## src/rtl/lfpd_pkg.sv

```systemverilog
// Shared types and constants of the line follower PD and charge controller.
`default_nettype none
package lfpd_pkg;

  localparam int PwmMaxDefault = 1000;
  localparam int AluW          = 34;

  localparam logic [2:0] CFG_PAD_LEVEL        = 3'd0;
  localparam logic [2:0] CFG_CHARGE_MS        = 3'd1;
  localparam logic [2:0] CFG_DEPART_MS        = 3'd2;
  localparam logic [2:0] CFG_CRUISE_DUTY      = 3'd3;
  localparam logic [2:0] CFG_KP_GAIN          = 3'd4;
  localparam logic [2:0] CFG_KD_GAIN          = 3'd5;
  localparam logic [2:0] CFG_CORRECTION_LIMIT = 3'd6;

  localparam logic [11:0] AdcThresholdReset    = 12'd1200;
  localparam logic [31:0] ChargeTimeReset      = 32'd10000;
  localparam logic [31:0] LeaveTimeReset       = 32'd500;
  localparam logic [9:0]  BaseSpeedReset       = 10'd300;
  localparam logic [11:0] KpGainReset          = 12'd240;
  localparam logic [11:0] KdGainReset          = 12'd800;
  localparam logic [9:0]  CorrectionLimitReset = 10'd800;

  typedef enum logic [1:0] {
    MODE_TRACK  = 2'd0,
    MODE_CHARGE = 2'd1,
    MODE_LEAVE  = 2'd2
  } mode_t;

  typedef enum logic [4:0] {
    S_IDLE,
    S_ELAPSED,
    S_CMP,
    S_SUM,
    S_ABS,
    S_DIV,
    S_SIGN,
    S_DIFF,
    S_MUL_P,
    S_MUL_D,
    S_ROUND,
    S_SAT_HI,
    S_SAT_LO,
    S_NEG_LIM,
    S_LEFT,
    S_RIGHT,
    S_DONE
  } seq_state_t;

  typedef struct packed {
    logic [11:0] pad_level;
    logic [31:0] charge_ms;
    logic [31:0] depart_ms;
    logic [9:0]  cruise_duty;
    logic [11:0] kp_gain;
    logic [11:0] kd_gain;
    logic [9:0]  correction_limit;
  } cfg_t;

  typedef struct packed {
    logic [AluW-1:0] a;
    logic [AluW-1:0] b;
    logic            sub;
  } alu_req_t;

  typedef struct packed {
    logic signed [11:0] left_wheel;
    logic signed [11:0] right_wheel;
    mode_t              mode;
    logic signed [10:0] corr;
  } seq_result_t;

endpackage
`default_nettype wire

```

## src/rtl/lfpd_alu.sv

```systemverilog
// Shared add/subtract unit with a sign flag, used by every step of the sequencer.
`default_nettype none
module lfpd_alu
  import lfpd_pkg::*;
(
  input  alu_req_t        req,
  output logic [AluW-1:0] res,
  output logic            neg
);

  assign res = req.sub ? (req.a - req.b) : (req.a + req.b);
  assign neg = res[AluW-1];

endmodule
`default_nettype wire

```

## src/rtl/lfpd_seq.sv

```systemverilog
// Sequencer and working registers that run one control tick through the shared adder.
`default_nettype none
module lfpd_seq
  import lfpd_pkg::*;
(
  input  logic            clk,
  input  logic            rst,
  input  logic            start,
  input  logic [4:0]      sensor_bits,
  input  logic [11:0]     pad_sample,
  input  logic [31:0]     time_ms,
  input  cfg_t            cfg,
  input  logic            out_free,
  output logic            busy,
  output logic            load,
  output seq_result_t     result,
  output alu_req_t        alu_req,
  input  logic [AluW-1:0] alu_res,
  input  logic            alu_neg
);

  seq_state_t state, state_next;

  mode_t              mode;
  logic [31:0]        timer_start;
  logic signed [6:0]  prev_error;
  logic [31:0]        now;
  logic [31:0]        elapsed;
  logic [4:0]         sensors;
  logic [11:0]        pad;
  logic [3:0]         cnt;
  logic signed [7:0]  sum;
  logic [2:0]         count;
  logic               sum_neg;
  logic [5:0]         divq;
  logic [3:0]         rem;
  logic signed [6:0]  dev;
  logic signed [7:0]  diff;
  logic signed [19:0] mcand;
  logic [11:0]        mier;
  logic signed [21:0] acc;
  logic signed [17:0] cval;
  logic signed [11:0] wl;
  logic signed [11:0] wr;

  function automatic logic signed [7:0] weight(input logic [2:0] idx);
    case (idx)
      3'd0:    weight = 8'sd43;
      3'd1:    weight = 8'sd15;
      3'd3:    weight = -8'sd15;
      3'd4:    weight = -8'sd43;
      default: weight = 8'sd0;
    endcase
  endfunction

  // Next state.
  always_comb begin
    state_next = state;
    case (state)
      S_IDLE:    if (start) state_next = S_ELAPSED;
      S_ELAPSED: state_next = S_CMP;
      S_CMP: begin
        if (mode == MODE_TRACK && !alu_neg) state_next = S_SUM;
        else state_next = S_DONE;
      end
      S_SUM:     if (cnt == 4'd4) state_next = S_ABS;
      S_ABS: begin
        if (count == 3'd0) state_next = S_DIFF;
        else state_next = S_DIV;
      end
      S_DIV:     if (cnt == 4'd5) state_next = S_SIGN;
      S_SIGN:    state_next = S_DIFF;
      S_DIFF:    state_next = S_MUL_P;
      S_MUL_P:   if (cnt == 4'd11) state_next = S_MUL_D;
      S_MUL_D:   if (cnt == 4'd11) state_next = S_ROUND;
      S_ROUND:   state_next = S_SAT_HI;
      S_SAT_HI:  state_next = S_SAT_LO;
      S_SAT_LO: begin
        if (alu_neg) state_next = S_NEG_LIM;
        else state_next = S_LEFT;
      end
      S_NEG_LIM: state_next = S_LEFT;
      S_LEFT:    state_next = S_RIGHT;
      S_RIGHT:   state_next = S_DONE;
      S_DONE:    if (out_free) state_next = S_IDLE;
      default:   state_next = S_IDLE;
    endcase
  end

  // Operands of the shared adder for each step.
  always_comb begin
    alu_req = '0;
    case (state)
      S_ELAPSED: begin
        alu_req.a   = AluW'(now);
        alu_req.b   = AluW'(timer_start);
        alu_req.sub = 1'b1;
      end
      S_CMP: begin
        alu_req.sub = 1'b1;
        case (mode)
          MODE_TRACK: begin
            alu_req.a = AluW'(cfg.pad_level);
            alu_req.b = AluW'(pad);
          end
          MODE_CHARGE: begin
            alu_req.a = AluW'(cfg.charge_ms);
            alu_req.b = AluW'(elapsed);
          end
          MODE_LEAVE: begin
            alu_req.a = AluW'(cfg.depart_ms);
            alu_req.b = AluW'(elapsed);
          end
          default: begin
            alu_req.a = '0;
            alu_req.b = '0;
          end
        endcase
      end
      S_SUM: begin
        alu_req.a = AluW'(sum);
        alu_req.b = AluW'(weight(cnt[2:0]));
      end
      S_ABS: begin
        alu_req.b   = AluW'(sum);
        alu_req.sub = 1'b1;
      end
      S_DIV: begin
        alu_req.a   = AluW'({rem, divq[5]});
        alu_req.b   = AluW'(count);
        alu_req.sub = 1'b1;
      end
      S_SIGN: begin
        alu_req.b   = AluW'(divq);
        alu_req.sub = 1'b1;
      end
      S_DIFF: begin
        alu_req.a   = AluW'(dev);
        alu_req.b   = AluW'(prev_error);
        alu_req.sub = 1'b1;
      end
      S_MUL_P, S_MUL_D: begin
        alu_req.a = AluW'(acc);
        alu_req.b = AluW'(mcand);
      end
      S_ROUND: begin
        // Bias a negative sum so that the shift truncates toward zero.
        alu_req.a = AluW'(acc);
        alu_req.b = acc[21] ? AluW'(15) : '0;
      end
      S_SAT_HI: begin
        alu_req.a   = AluW'(cfg.correction_limit);
        alu_req.b   = AluW'(cval);
        alu_req.sub = 1'b1;
      end
      S_SAT_LO: begin
        alu_req.a = AluW'(cval);
        alu_req.b = AluW'(cfg.correction_limit);
      end
      S_NEG_LIM: begin
        alu_req.b   = AluW'(cfg.correction_limit);
        alu_req.sub = 1'b1;
      end
      S_LEFT: begin
        alu_req.a = AluW'(cfg.cruise_duty);
        alu_req.b = AluW'(cval);
      end
      S_RIGHT: begin
        alu_req.a   = AluW'(cfg.cruise_duty);
        alu_req.b   = AluW'(cval);
        alu_req.sub = 1'b1;
      end
      default: alu_req = '0;
    endcase
  end

  assign busy = (state != S_IDLE);
  assign load = (state == S_DONE) && out_free;

  assign result.left_wheel  = wl;
  assign result.right_wheel = wr;
  assign result.mode        = mode;
  assign result.corr        = cval[10:0];

  always_ff @(posedge clk) begin
    if (rst) begin
      state       <= S_IDLE;
      mode        <= MODE_CHARGE;
      timer_start <= '0;
      prev_error  <= '0;
    end else begin
      state <= state_next;
      case (state)
        S_IDLE: begin
          if (start) begin
            sensors <= sensor_bits;
            pad     <= pad_sample;
            now     <= time_ms;
          end
        end
        S_ELAPSED: elapsed <= alu_res[31:0];
        S_CMP: begin
          wl    <= (mode == MODE_LEAVE) ? 12'(cfg.cruise_duty) : '0;
          wr    <= (mode == MODE_LEAVE) ? 12'(cfg.cruise_duty) : '0;
          cval  <= '0;
          sum   <= '0;
          count <= '0;
          cnt   <= '0;
          case (mode)
            MODE_TRACK: begin
              if (alu_neg) begin
                timer_start <= now;
                mode        <= MODE_CHARGE;
              end
            end
            MODE_CHARGE: begin
              if (alu_neg) begin
                timer_start <= now;
                mode        <= MODE_LEAVE;
              end
            end
            MODE_LEAVE: begin
              if (alu_neg) begin
                prev_error <= '0;
                mode       <= MODE_TRACK;
              end
            end
            default: ;
          endcase
        end
        S_SUM: begin
          if (sensors[cnt[2:0]]) begin
            sum   <= alu_res[7:0];
            count <= count + 3'd1;
          end
          cnt <= cnt + 4'd1;
        end
        S_ABS: begin
          sum_neg <= sum[7];
          divq    <= sum[7] ? alu_res[5:0] : sum[5:0];
          rem     <= '0;
          cnt     <= '0;
          // With no sensor on the line the error holds its last value.
          if (count == 3'd0) dev <= prev_error;
        end
        S_DIV: begin
          if (!alu_neg) begin
            rem  <= alu_res[3:0];
            divq <= {divq[4:0], 1'b1};
          end else begin
            rem  <= {rem[2:0], divq[5]};
            divq <= {divq[4:0], 1'b0};
          end
          cnt <= cnt + 4'd1;
        end
        S_SIGN: dev <= sum_neg ? alu_res[6:0] : {1'b0, divq};
        S_DIFF: begin
          diff  <= alu_res[7:0];
          mcand <= 20'(dev);
          mier  <= cfg.kp_gain;
          acc   <= '0;
          cnt   <= '0;
        end
        S_MUL_P, S_MUL_D: begin
          if (mier[0]) acc <= alu_res[21:0];
          if (state == S_MUL_P && cnt == 4'd11) begin
            mcand <= 20'(diff);
            mier  <= cfg.kd_gain;
            cnt   <= '0;
          end else begin
            mcand <= mcand <<< 1;
            mier  <= mier >> 1;
            cnt   <= cnt + 4'd1;
          end
        end
        S_ROUND: cval <= alu_res[21:4];
        S_SAT_HI: begin
          prev_error <= dev;
          if (alu_neg) cval <= 18'(cfg.correction_limit);
        end
        S_NEG_LIM: cval <= alu_res[17:0];
        S_LEFT:    wl <= alu_res[11:0];
        S_RIGHT:   wr <= alu_res[11:0];
        default: ;
      endcase
    end
  end

endmodule
`default_nettype wire

```

## src/rtl/line_follower_pd_charge_controller.sv

```systemverilog
// A beat outside tracking skips the centroid, divide and multiply steps and goes straight to its result.
// One adder serves every step: the centroid sum, a 6-step divide and a 24-step shift-add multiply.
// A new beat is taken the cycle after the previous result enters the output register.
// Synchronous reset restores the register defaults and starts in charging mode with the
// timer start and the previous error at zero.
`default_nettype none
module line_follower_pd_charge_controller
  import lfpd_pkg::*;
#(
  parameter int PWM_MAX = PwmMaxDefault
)(
  input  logic               clk,
  input  logic               rst,
  input  logic               item_valid,
  output logic               item_stall,
  input  logic [4:0]         sensor_bits,
  input  logic [11:0]        pad_sample,
  input  logic [31:0]        time_ms,
  output logic               result_valid,
  input  logic               result_stall,
  output logic [9:0]         left_fwd_duty,
  output logic [9:0]         left_rev_duty,
  output logic [9:0]         right_fwd_duty,
  output logic [9:0]         right_rev_duty,
  output logic [1:0]         mode_now,
  output logic signed [10:0] steer_correction,
  input  logic               cfg_valid,
  output logic               cfg_ready,
  input  logic [2:0]         cfg_index,
  input  logic [31:0]        cfg_data
);

  localparam logic [15:0] PwmMaxVal = 16'(PWM_MAX);

  cfg_t        cfg;
  alu_req_t    alu_req;
  logic [AluW-1:0] alu_res;
  logic        alu_neg;
  logic        busy;
  logic        load;
  logic        out_free;
  seq_result_t res;
  logic [19:0] left_drive;
  logic [19:0] right_drive;

  // Clamp a wheel speed to the PWM range and split it into forward and reverse duties.
  function automatic logic [19:0] drive(input logic signed [11:0] speed,
                                        input logic [15:0] pmax);
    logic signed [16:0] s;
    logic signed [16:0] p;
    logic signed [16:0] c;
    logic signed [16:0] m;
    s = 17'(speed);
    p = signed'({1'b0, pmax});
    if (s > p) c = p;
    else if (s < -p) c = -p;
    else c = s;
    m = -c;
    if (c > 17'sd0) drive = {c[9:0], 10'd0};
    else if (c < 17'sd0) drive = {10'd0, m[9:0]};
    else drive = '0;
  endfunction

  assign cfg_ready = 1'b1;

  always_ff @(posedge clk) begin
    if (rst) begin
      cfg.pad_level        <= AdcThresholdReset;
      cfg.charge_ms        <= ChargeTimeReset;
      cfg.depart_ms        <= LeaveTimeReset;
      cfg.cruise_duty      <= BaseSpeedReset;
      cfg.kp_gain          <= KpGainReset;
      cfg.kd_gain          <= KdGainReset;
      cfg.correction_limit <= CorrectionLimitReset;
    end else if (cfg_valid && cfg_ready) begin
      case (cfg_index)
        CFG_PAD_LEVEL:        cfg.pad_level        <= cfg_data[11:0];
        CFG_CHARGE_MS:        cfg.charge_ms        <= cfg_data;
        CFG_DEPART_MS:        cfg.depart_ms        <= cfg_data;
        CFG_CRUISE_DUTY:      cfg.cruise_duty      <= cfg_data[9:0];
        CFG_KP_GAIN:          cfg.kp_gain          <= cfg_data[11:0];
        CFG_KD_GAIN:          cfg.kd_gain          <= cfg_data[11:0];
        CFG_CORRECTION_LIMIT: cfg.correction_limit <= cfg_data[9:0];
        default: ;
      endcase
    end
  end

  lfpd_alu u_alu (
    .req (alu_req),
    .res (alu_res),
    .neg (alu_neg)
  );

  lfpd_seq u_seq (
    .clk         (clk),
    .rst         (rst),
    .start       (item_valid && !item_stall),
    .sensor_bits (sensor_bits),
    .pad_sample  (pad_sample),
    .time_ms     (time_ms),
    .cfg         (cfg),
    .out_free    (out_free),
    .busy        (busy),
    .load        (load),
    .result      (res),
    .alu_req     (alu_req),
    .alu_res     (alu_res),
    .alu_neg     (alu_neg)
  );

  assign item_stall = busy;
  assign out_free   = !result_valid || !result_stall;

  assign left_drive  = drive(res.left_wheel, PwmMaxVal);
  assign right_drive = drive(res.right_wheel, PwmMaxVal);

  // The output register holds a result until it is taken; the sequencer hands over a beat only when it is free.
  always_ff @(posedge clk) begin
    if (rst) begin
      result_valid <= 1'b0;
    end else if (load) begin
      result_valid <= 1'b1;
    end else if (!result_stall) begin
      result_valid <= 1'b0;
    end
  end

  always_ff @(posedge clk) begin
    if (load) begin
      left_fwd_duty    <= left_drive[19:10];
      left_rev_duty    <= left_drive[9:0];
      right_fwd_duty   <= right_drive[19:10];
      right_rev_duty   <= right_drive[9:0];
      mode_now         <= res.mode;
      steer_correction <= res.corr;
    end
  end

endmodule
`default_nettype wire

```

## config.mk

```make
export PLATFORM = sky130hd
export DESIGN_NAME = line_follower_pd_charge_controller
export DESIGN_NICKNAME = d
export VERILOG_FILES = /design/src/rtl/lfpd_pkg.sv /design/src/rtl/lfpd_alu.sv /design/src/rtl/lfpd_seq.sv /design/src/rtl/line_follower_pd_charge_controller.sv
export SDC_FILE = /design/constraint.sdc
export NUM_CORES = 1
export LEC_CHECK = 0
export BUFFER_PORTS_ARGS = -buffer_cell sky130_fd_sc_hd__buf_2
export CORE_MARGIN = 2
export CORE_UTILIZATION = 30
export CTS_BUF_LIST = sky130_fd_sc_hd__clkbuf_8
export DETAILED_ROUTE_END_ITERATION = 12
export GPL_ROUTABILITY_DRIVEN = 1
export PLACE_DENSITY = 0.46
export SYNTH_ARGS = -nofsm -noshare
export SYNTH_HDL_FRONTEND = slang
export SYNTH_SLANG_ARGS = --single-unit
```

## constraint.sdc

```tcl
create_clock -name clk -period 15.5 [get_ports clk]
set_input_delay 3.1 -clock clk [delete_from_list [all_inputs] [get_ports clk]]
set_output_delay 3.1 -clock clk [all_outputs]
set_load 0.05 [all_outputs]
```

; ---- Yosys cells after proc, flatten, opt, wreduce, memory -nomap -nowiden
; Index checks and enable logic that the tools add are counted.
[classes]
n_eq_ne = 46
n_reduce_logical = 60
n_addsub = 6
bitwise_logic = 3
magnitude_cmp = 9
muxes = 61
[op_table]
columns = operator, n
row1 = 34-bit one-hot mux with 11 select lines, 1
row2 = 34-bit one-hot mux with 9 select lines, 1
row3 = 66-bit one-hot mux with 3 select lines, 1
row4 = 5-bit one-hot mux with 17 select lines, 1
row5 = 12-bit one-hot mux with 2 select lines, 3
row6 = 18-bit one-hot mux with 4 select lines, 1
row7 = 17-bit 2-to-1 mux, 4
row8 = 20-bit 2-to-1 mux, 3
row9 = 22-bit one-hot mux with 2 select lines, 1
row10 = "5-bit by 4-bit equality test with 1-bit output, second input constant", 8
row11 = 20-bit one-hot mux with 2 select lines, 1
row12 = 5-bit 2-to-1 mux, 7
row13 = 34-bit adder, 1
row14 = "17-bit by 1-bit > comparator with 1-bit output, second input constant", 2
row15 = "17-bit by 1-bit < comparator with 1-bit output, second input constant", 2
row16 = 34-bit 2-to-1 mux, 1
row17 = 34-bit subtractor, 1
row18 = 8-bit one-hot mux with 4 select lines, 1
row19 = 10-bit 2-to-1 mux, 3
row20 = 2-bit AND reduction, 15
row21 = 7-bit 2-to-1 mux, 4
row22 = 7-bit one-hot mux with 2 select lines, 2
row23 = "12-bit by 11-bit > comparator with 1-bit output, second input constant", 2
row24 = "12-bit by 11-bit < comparator with 1-bit output, second input constant", 2
row25 = other kinds (50), 117
[word_totals]
elab_cells = 221
ff_bits = 438
input_bits = 89
out_inout_bits = 56

; ---- Logic depth before layout (Yosys ltp)
; Gate-level depths: netlist of run 1.
[depth]
word_depth = 9
mapped_depth = 29
mapped_depth_nobuf = 24

; ---- Cells and area by module
; Synthesis of run 1 repeated with hierarchy kept, for this count alone.
[unflattened]
hier_cells = 2238
area_unflattened_um2 = 22140.0
[by_module_without_submodules]
columns = mod, area_per_inst_um2, cells_per_inst, seq_area_each_um2, n_inst
row1 = lfpd_seq, 12710.9, 1120, 7467.2, 1
row2 = line_follower_pd_charge_controller, 6782.8, 737, 4013.8, 1
row3 = lfpd_alu, 2646.3, 381, 0.0, 1

; ---- Least setup slack after synthesis of run 1
; OpenSTA, ideal clock, no wires.
[synth_path]
path_type = in2reg
from = in rst
to = reg u_seq.now[0], enable pin
setup_ns = 0.526
cell_stages = 3
t_required_ns = 14.974
setup_slack_ns = 7.859
path_buffers = 2
t_arrival_ns = 7.114
cell_sequence = clkbuf_1 > clkbuf_1 > nor3b_1
[synth_via]
elab_chain_cells = 2
[synth_rtl]
columns = item, line_no
row1 = start: declaration, line_follower_pd_charge_controller.sv:13  ; input logic rst,
row2 = 1-bit inverter (no source line), -
row3 = 3-bit AND reduction (no source line), -
row4 = end signal: assignment, lfpd_seq.sv:198  ; now <= time_ms;
row5 = end: declaration, lfpd_seq.sv:27  ; logic [31:0] now;
; Every way passes these cells.
; A chain may end at the register's enable or synchronous reset.

; ---- Worst setup path after layout of run 1
[layout_path]
from = reg u_seq.state[4]
to = reg u_seq.timer_start[3]
[layout_via]
elab_chain_cells = 6
elab_cells_between_ends = 28
cone_classes = add/sub (2) / eq/ne (15) / mux (4) / reduce/logical (7)
[layout_rtl]
columns = item, line_no
row1 = start: declaration, lfpd_seq.sv:22  ; seq_state_t state, state_next;
row2 = start signal: assignment, lfpd_seq.sv:192  ; state <= state_next;
row3 = 5-bit by 4-bit equality test with 1-bit output, lfpd_seq.sv:93  ; case (state)
row4 = "3-bit OR reduction (no source line), or another cell as far along", -
row5 = 34-bit one-hot mux with 11 select lines or 34-bit one-hot mux with 9 select lines (tied branches), lfpd_seq.sv:93
row6 = 34-bit adder or 34-bit subtractor (tied branches), lfpd_alu.sv:11  ; assign res = req.sub ? (req.a - req.b) : (req.a + req.b);
row7 = 34-bit 2-to-1 mux, lfpd_alu.sv:11
row8 = 3-bit AND reduction (no source line) (*), -
row9 = end signal: assignment, lfpd_seq.sv:212  ; timer_start <= now;
row10 = end signal: assignment, lfpd_seq.sv:218  ; timer_start <= now;
row11 = end: declaration, lfpd_seq.sv:25  ; logic [31:0] timer_start;
; Mark *: on every way between the ends. The rest lies on a longest branch, timed or not.

==> impl_metrics.tcl, run 1 <==
set metrics [dict create \
    status "finished clean" \
    dr.pass1.iters 6 \
    vias 18536 \
    power.leakage_uw 0.009540 \
    avgSynthCellArea_um2 9.714 \
    synth_top_area_share_pct 36.95 \
    synthDistinctLibCells 94 \
    routedWlPerCell_um 24.24 \
    clkTransAtPathRegs_ns 0.06 \
    fin_crit_ns 8.943 \
    max_cap_violations 0 \
    fill_cells 7524 \
    final_layout_size_suffix_gt1_share_pct 14.04 \
    worstHoldPathType "reg -> reg" \
    r2r_start "u_seq.state[4]$_SDFFE_PP0P_" \
    r2r-end "u_seq.timer_start[3]$_SDFFE_PP0P_" \
    post_cts_buffers 0 \
    cpMaxStageDelayCell "a21oi_4" \
    pre_cts_ws_ns 6.770 \
    cts.sinks 438 \
    path_delay_family "compound AO/OA/AOI/OAI gates" \
    finalCritPeriodShare_pct 57.70 \
    portBuffers 143 \
    grt_pass1_vias 17503 \
    max_stage_delay_ns 0.88 \
    synth_area_leaders "edfxtp_1 37%, dfxtp_1 15%, nand2_1 8.1%" \
    synth_edf_count 271 \
    worst-setup-path-type "reg -> reg" \
    max_slew_margin_pct 22.67 \
    antenna_found_initial 2 \
    reg2reg_depth 21 \
    route.detailed.drc 0 \
    grt_overflow 0 \
    worstSetupEndpointType "flop" \
    cp.arrival_ns 9.54 \
    synthTopCellsByCount "474 x nand2_1, 271 x edfxtp_1, 168 x a21oi_1, 167 x dfxtp_1, 156 x nor2_1" \
    synth-async-reset-ratio_pct 0 \
    dieWidth_um 274.9 \
    crit_buf_inv 2 \
    grt_pass1_wl_um 120100 \
    dpl_cell_area_mm2 0.02368 \
    fmax_mhz 111.8 \
    synth_warnings 0 \
    final.setup.tns_ns 0 \
    htreeDepth 3 \
    ys_ff_latch 438 \
    synth_nets 2406 \
    final_area_mm2 0.02536 \
    clk_latency_ns 0.69 \
    rsz0062_at_grt "false" \
    worst_pin_slew_ns 1.160 \
    syn2layout_area_growth_pct 15.16 \
    place.gp.congestion 0.9316 \
    slew_viol_final 0 \
    hold_viol 0 \
    placementRows 99 \
    finalPower_uw 4587 \
    syn_area_mm2 0.02202 \
    ctsHoldBuffers 0 \
    coreArea_mm2 0.07283 \
    cpMostUsedCell "buf_4" \
    fin_ws_ns 6.557 \
    numCtsBuffers 82 \
    cts_tree "done" \
    fin_cells 3418 \
    grt_max_degree 74 \
    grt_usage_pct 21.61 \
    crit_chain "nand2b_1 > nor3_2 > buf_4 > a221oi_4 > nand3_1 > or4_1 > or3_4 > o31ai_4 > nor2_1 > a21o_1 > ha_1 > o21ai_0 > a21oi_1 > a221o_1 > a211o_1 > o21a_1 > a221oi_1 > o211ai_2 > a21oi_4 > buf_4 > mux2i_1" \
    clockBufferDepth 3 \
    start_util_pct 30.24 \
    wirelength_um 82870 \
    drt_first_iter_violations 1893 \
    via_per_inst 5.423 \
    crit_required_ns 16.09 \
    io_pins 145 \
    r2r_slack_ns 6.56 \
    post_cts_resized 0 \
    synth-main-ff-cell "edfxtp_1" \
    cp_num_cells 21 \
    nNetsFinal 2532 \
    ys_seq_area_share_pct 52.13 \
    vdd.ir_drop.worst_v 0.00008280 \
    crit_fanout 22 \
    placed_cells 3268 \
    finalSetupViolCount 0 \
    start_kind "flop" \
    die-area_mm2 0.07559 \
    hpwl_um 59330 \
    crit_path_end "u_seq.timer_start[3]$_SDFFE_PP0P_" \
    synth_top_area_cell "edfxtp_1" \
    drtAntennaViolNets 0 \
    yosysMostFrequentCell "nand2_1" \
    die_h_um 274.9 \
    ctsRootBufferMaster "clkbuf_8" \
    p_per_area_mw_per_mm2 180.9 \
    syn_inst 2267 \
    clock_skew_ns 0.05916 \
    cp-startpoint "u_seq.state[4]$_SDFFE_PP0P_" \
]
[worst reg2reg max path: cells and delay by family, from the launching register on]
kind / cells / cell delay (ns)
fa+ha+maj: 1 / 0.31
mux: 1 / 0.24
buf+inv: 2 / 0.68
compound gates: 11 / 4.43
flops: 1 / 0.87
simple gates: 6 / 2.30
[through the flow]
stage          util [%]  hold slack (ns)
3_3_place_gp      32.51           0.4417
4_1_cts           34.81           0.4546
3_5_place_dp      32.51           0.4470
6_report          34.82           0.4515
2_1_floorplan         -           0.4307
5_1_grt           34.82           0.4703
[registers in the layout (all words and copies together) (netlist names), 10 cells and up]
name               flops
u_seq.acc             22
u_seq.pad             12
cfg                  120
u_seq.mcand           20
steer_correction      11
u_seq.cval            18
u_seq.wr              12
u_seq.timer_start     32
u_seq.wl              12
u_seq.now             32
left_rev_duty         10
u_seq.mier            12
left_fwd_duty         10
right_rev_duty        10
right_fwd_duty        10
u_seq.elapsed         32
[final cells by class]
| class | count | area [um2] | area share [%] |
|---|---|---|---|
| Antenna cell | 2 | 5.005 | 0.01973 |
| Clock buffer | 95 | 1308 | 5.155 |
| Clock inverter | 53 | 367.9 | 1.450 |
| Inverter | 57 | 215.2 | 0.8485 |
| Multi-Input combinational cell | 1631 | 9767 | 38.51 |
| Sequential cell | 438 | 11480 | 45.27 |
| Tap cell | 959 | 1200 | 4.731 |
| Timing Repair Buffer | 183 | 1018 | 4.016 |
[routing by layer]
layer	part of all wire (%)	track usage [%]	up-vias	routed length [um]
li1	-	-	8516	-
met1	47	31.71	9196	38970
met2	44	32.93	716	36450
met3	6.9	3.483	108	5695
met4	2.1	5.562	0	1759
met5	0	0	-	0
[cell families (layout without fill, tap and decap cells)]
group,after synthesis,count (layout),share of synthesized area (%)
AO/OA/AOI/OAI,564,564,17.90
XOR/XNOR,59,59,2.346
adder cells (fa/ha/maj),50,50,2.875
buffers and inverters,198,388,3.841
flip-flops,438,438,52.13
multiplexers,59,59,2.767
other,1,3,0.01703
AND/OR/NAND/NOR,898,898,18.12
[cell usage in the layout (no fill, tap or decap), types with 36 or more instances in the layout]
| cell | instances |
|---|---|
| a22oi_1 | 43 |
| clkbuf_8 | 95 |
| nand3_1 | 92 |
| inv_1 | 87 |
| ha_1 | 48 |
| edfxtp_1 | 271 |
| buf_2 | 142 |
| a21oi_1 | 165 |
| nand2_1 | 474 |
| o21ai_0 | 81 |
| a21o_1 | 41 |
| dfxtp_1 | 167 |
| xnor2_1 | 36 |
| buf_4 | 41 |
| mux2i_1 | 53 |
| nor2_1 | 153 |
[how the worst min path moves through the flow]
stage	slack, ns	cells after the start	from	endpoint
floorplan	0.43	2	u_seq.timer_start[1]$_SDFFE_PP0P_	u_seq.timer_start[1]$_SDFFE_PP0P_
global placement	0.44	2	cfg[95]$_SDFFE_PP0P_	cfg[95]$_SDFFE_PP0P_
detailed placement	0.45	2	cfg[71]$_SDFFE_PP0P_	cfg[71]$_SDFFE_PP0P_
CTS	0.45	2	cfg[57]$_SDFFE_PP0P_	cfg[57]$_SDFFE_PP0P_
global route	0.47	2	cfg[22]$_SDFFE_PP0P_	cfg[22]$_SDFFE_PP0P_
finish	0.45	2	cfg[57]$_SDFFE_PP0P_	cfg[57]$_SDFFE_PP0P_
[power breakdown]
part / switching [uW] / leakage (uW) / internal (uW)
Sequential: 61.3 / 0.00380 / 1390
Combinational: 1360 / 0.00476 / 623
Clock: 511 / 0.000973 / 643
Note: power is estimated with default switching activity, not from simulation.
==> run 2, diff against run 1 <==
Settings changed: PLACE_DENSITY 0.46 to 0.48.
Clock period 15.5 ns to 7.9 ns, I/O delays scaled along.
==> impl_metrics.tcl, run 2 (synthesized netlist as in run 1, its figures left out) <==
set metrics [dict create \
    final_layout_size_suffix_gt1_share_pct 14.19 \
    rsz0062_at_grt "false" \
    clk_latency_ns 0.69 \
    final_common_cell "nand2_1" \
    start_kind "flop" \
    ctsRootBufferMaster "clkbuf_8" \
    die-area_mm2 0.07559 \
    max_flop_register "cfg" \
    clkTransAtPathRegs_ns 0.06 \
    wirelength_um 80580 \
    vias 18548 \
    r2r_slack_ns 0.47 \
    fill_cells 7544 \
    fmax_mhz 134.6 \
    min_path_cells 2 \
    clock_skew_ns 0.05327 \
    worstSetupEndpointType "flop" \
    dieWidth_um 274.9 \
    nNetsFinal 2541 \
    numCtsBuffers 81 \
    clockBufferDepth 3 \
    grt_usage_pct 21.02 \
    reg2reg_depth 24 \
    worstHoldPathType "reg -> reg" \
    r2r_start "u_seq.state[2]$_SDFFE_PP0P_" \
    hpwl_um 58280 \
    layout_common_cells "474 x nand2_1, 271 x edfxtp_1, 167 x dfxtp_1" \
    r2r-end "u_seq.cval[6]$_DFFE_PP_" \
    cp.arrival_ns 7.75 \
    hold_viol 0 \
    worst_pin_slew_ns 1.126 \
    portBuffers 143 \
    finalSetupViolCount 0 \
    io_pins 145 \
    grt_pass1_vias 17859 \
    slew_viol_final 0 \
    place.gp.congestion 0.9661 \
    ctsHoldBuffers 0 \
    drt_first_iter_violations 1906 \
    cts_tree "done" \
    routedWlPerCell_um 23.51 \
    drtAntennaViolNets 0 \
    max_slew_margin_pct 24.71 \
    route.detailed.drc 0 \
    post_cts_resized 0 \
    hold_start "cfg[107]$_SDFFE_PP0P_" \
    die_h_um 274.9 \
    crit_required_ns 8.22 \
    max_cap_violations 0 \
    via_per_inst 5.411 \
    final.setup.tns_ns 0 \
    crit_fanout 19 \
    post_cts_buffers 0 \
    cts.sinks 438 \
    grt_max_degree 94 \
    syn2layout_area_growth_pct 15.20 \
    worst-setup-path-type "reg -> reg" \
    status "finished clean" \
    antenna_found_initial 4 \
    p_per_area_mw_per_mm2 351.4 \
    vdd.ir_drop.worst_v 0.0001932 \
    largest_reg_flops 120 \
    dr.pass1.iters 6 \
    htreeDepth 3 \
    fin_crit_ns 7.430 \
    grt_pass1_wl_um 117100 \
    coreArea_mm2 0.07283 \
    grt_overflow 0 \
    placementRows 99 \
    final_core_util_pct 34.83 \
    timing.hold.worst_endpoint "cfg[107]$_SDFFE_PP0P_" \
    power.leakage_uw 0.009528 \
    start_util_pct 30.24 \
    finalCritPeriodShare_pct 94.05 \
]
-- run 2: changes by cell type in the layout (fill, tap and decap cells not counted) --
cell and change:
bufinv_16 -1, clkbuf_8 -6, nor2_4 +2, buf_12 +1
nor2_2 -3, clkinvlp_4 +1, nor2_1 +1, buf_4 +9
nor3_2 -2, nor3_1 +2, clkinv_1 +8, inv_1 -6
clkinv_2 +4
-- run 2: stage by stage --
stage | cell area, um2 | instances | power, uW | setup WS (ns) | hold slack (ns)
global route | 25370 | 3428 | 9410 | 0.03374 | 0.4703
global placement | 23770 | 3278 | 6705 | 0.7732 | 0.4413
finish | 25370 | 3428 | 8915 | 0.4700 | 0.4534
floorplan | 22020 | 2267 | 5394 | 0.9825 | 0.4307
detailed placement | 23770 | 3278 | 6706 | 0.6520 | 0.4465
CTS | 25360 | 3426 | 8918 | 0.5795 | 0.4545
-- run 2: layout make-up --
cell class | instances | area [um2] | area share, %
Antenna cell | 2 | 5.005 | 0.01973
Timing Repair Buffer | 193 | 1106 | 4.360
Sequential cell | 438 | 11480 | 45.26
Inverter | 57 | 215.2 | 0.8483
Tap cell | 959 | 1200 | 4.730
Multi-Input combinational cell | 1631 | 9764 | 38.49
Clock buffer | 89 | 1225 | 4.828
Clock inverter | 59 | 372.9 | 1.470
-- run 2: per-layer routing --
metal	vias to the layer above	global-route usage [%]	part of all wire, %
li1	8541	-	-
met5	-	0	0
met2	865	30.95	43
met4	0	8.222	3.7
met1	8969	29.37	44
met3	173	5.403	10
-- run 2: worst max-delay path: stages (launching register included) --
cell and delay, ns:
dfxtp_1 0.56, buf_4 0.35, o21a_1 0.29, and2_4 0.27, a221oi_1 0.29, nand4_1 0.25, nor4b_2 0.51, nand3_1 0.37
nand2b_1 0.29, nor2_1 0.12, o21ai_0 0.08, a22o_1 0.27, ha_1 0.40, and3_1 0.29, a221o_1 0.34, a21oi_1 0.24
nor2_1 0.08, a211o_1 0.34, o21a_1 0.23, a221oi_1 0.31, o211ai_2 0.22, buf_4 0.26, and2_1 0.24, a21oi_2 0.14
buf_4 0.29
-- run 2: where the power goes --
part,leakage [uW],switching (uW),internal [uW]
sequential,0.00380,126,2730
clock,0.000912,1010,1170
combinational,0.00481,2630,1250
-- run 2: how the worst max path moves through the flow --
stage / cells past startpoint / endpoint / start / slack (ns)
floorplan: 27 / u_seq.cval[0]$_DFFE_PP_ / u_seq.mode[0]$_SDFFE_PP1P_ / 0.98
global placement: 24 / u_seq.cval[2]$_DFFE_PP_ / u_seq.state[2]$_SDFFE_PP0P_ / 0.77
detailed placement: 23 / u_seq.cval[14]$_DFFE_PP_ / u_seq.state[2]$_SDFFE_PP0P_ / 0.65
CTS: 23 / u_seq.cval[14]$_DFFE_PP_ / u_seq.state[2]$_SDFFE_PP0P_ / 0.58
global route: 23 / u_seq.cval[6]$_DFFE_PP_ / u_seq.state[2]$_SDFFE_PP0P_ / 0.03
finish: 24 / u_seq.cval[6]$_DFFE_PP_ / u_seq.state[2]$_SDFFE_PP0P_ / 0.47
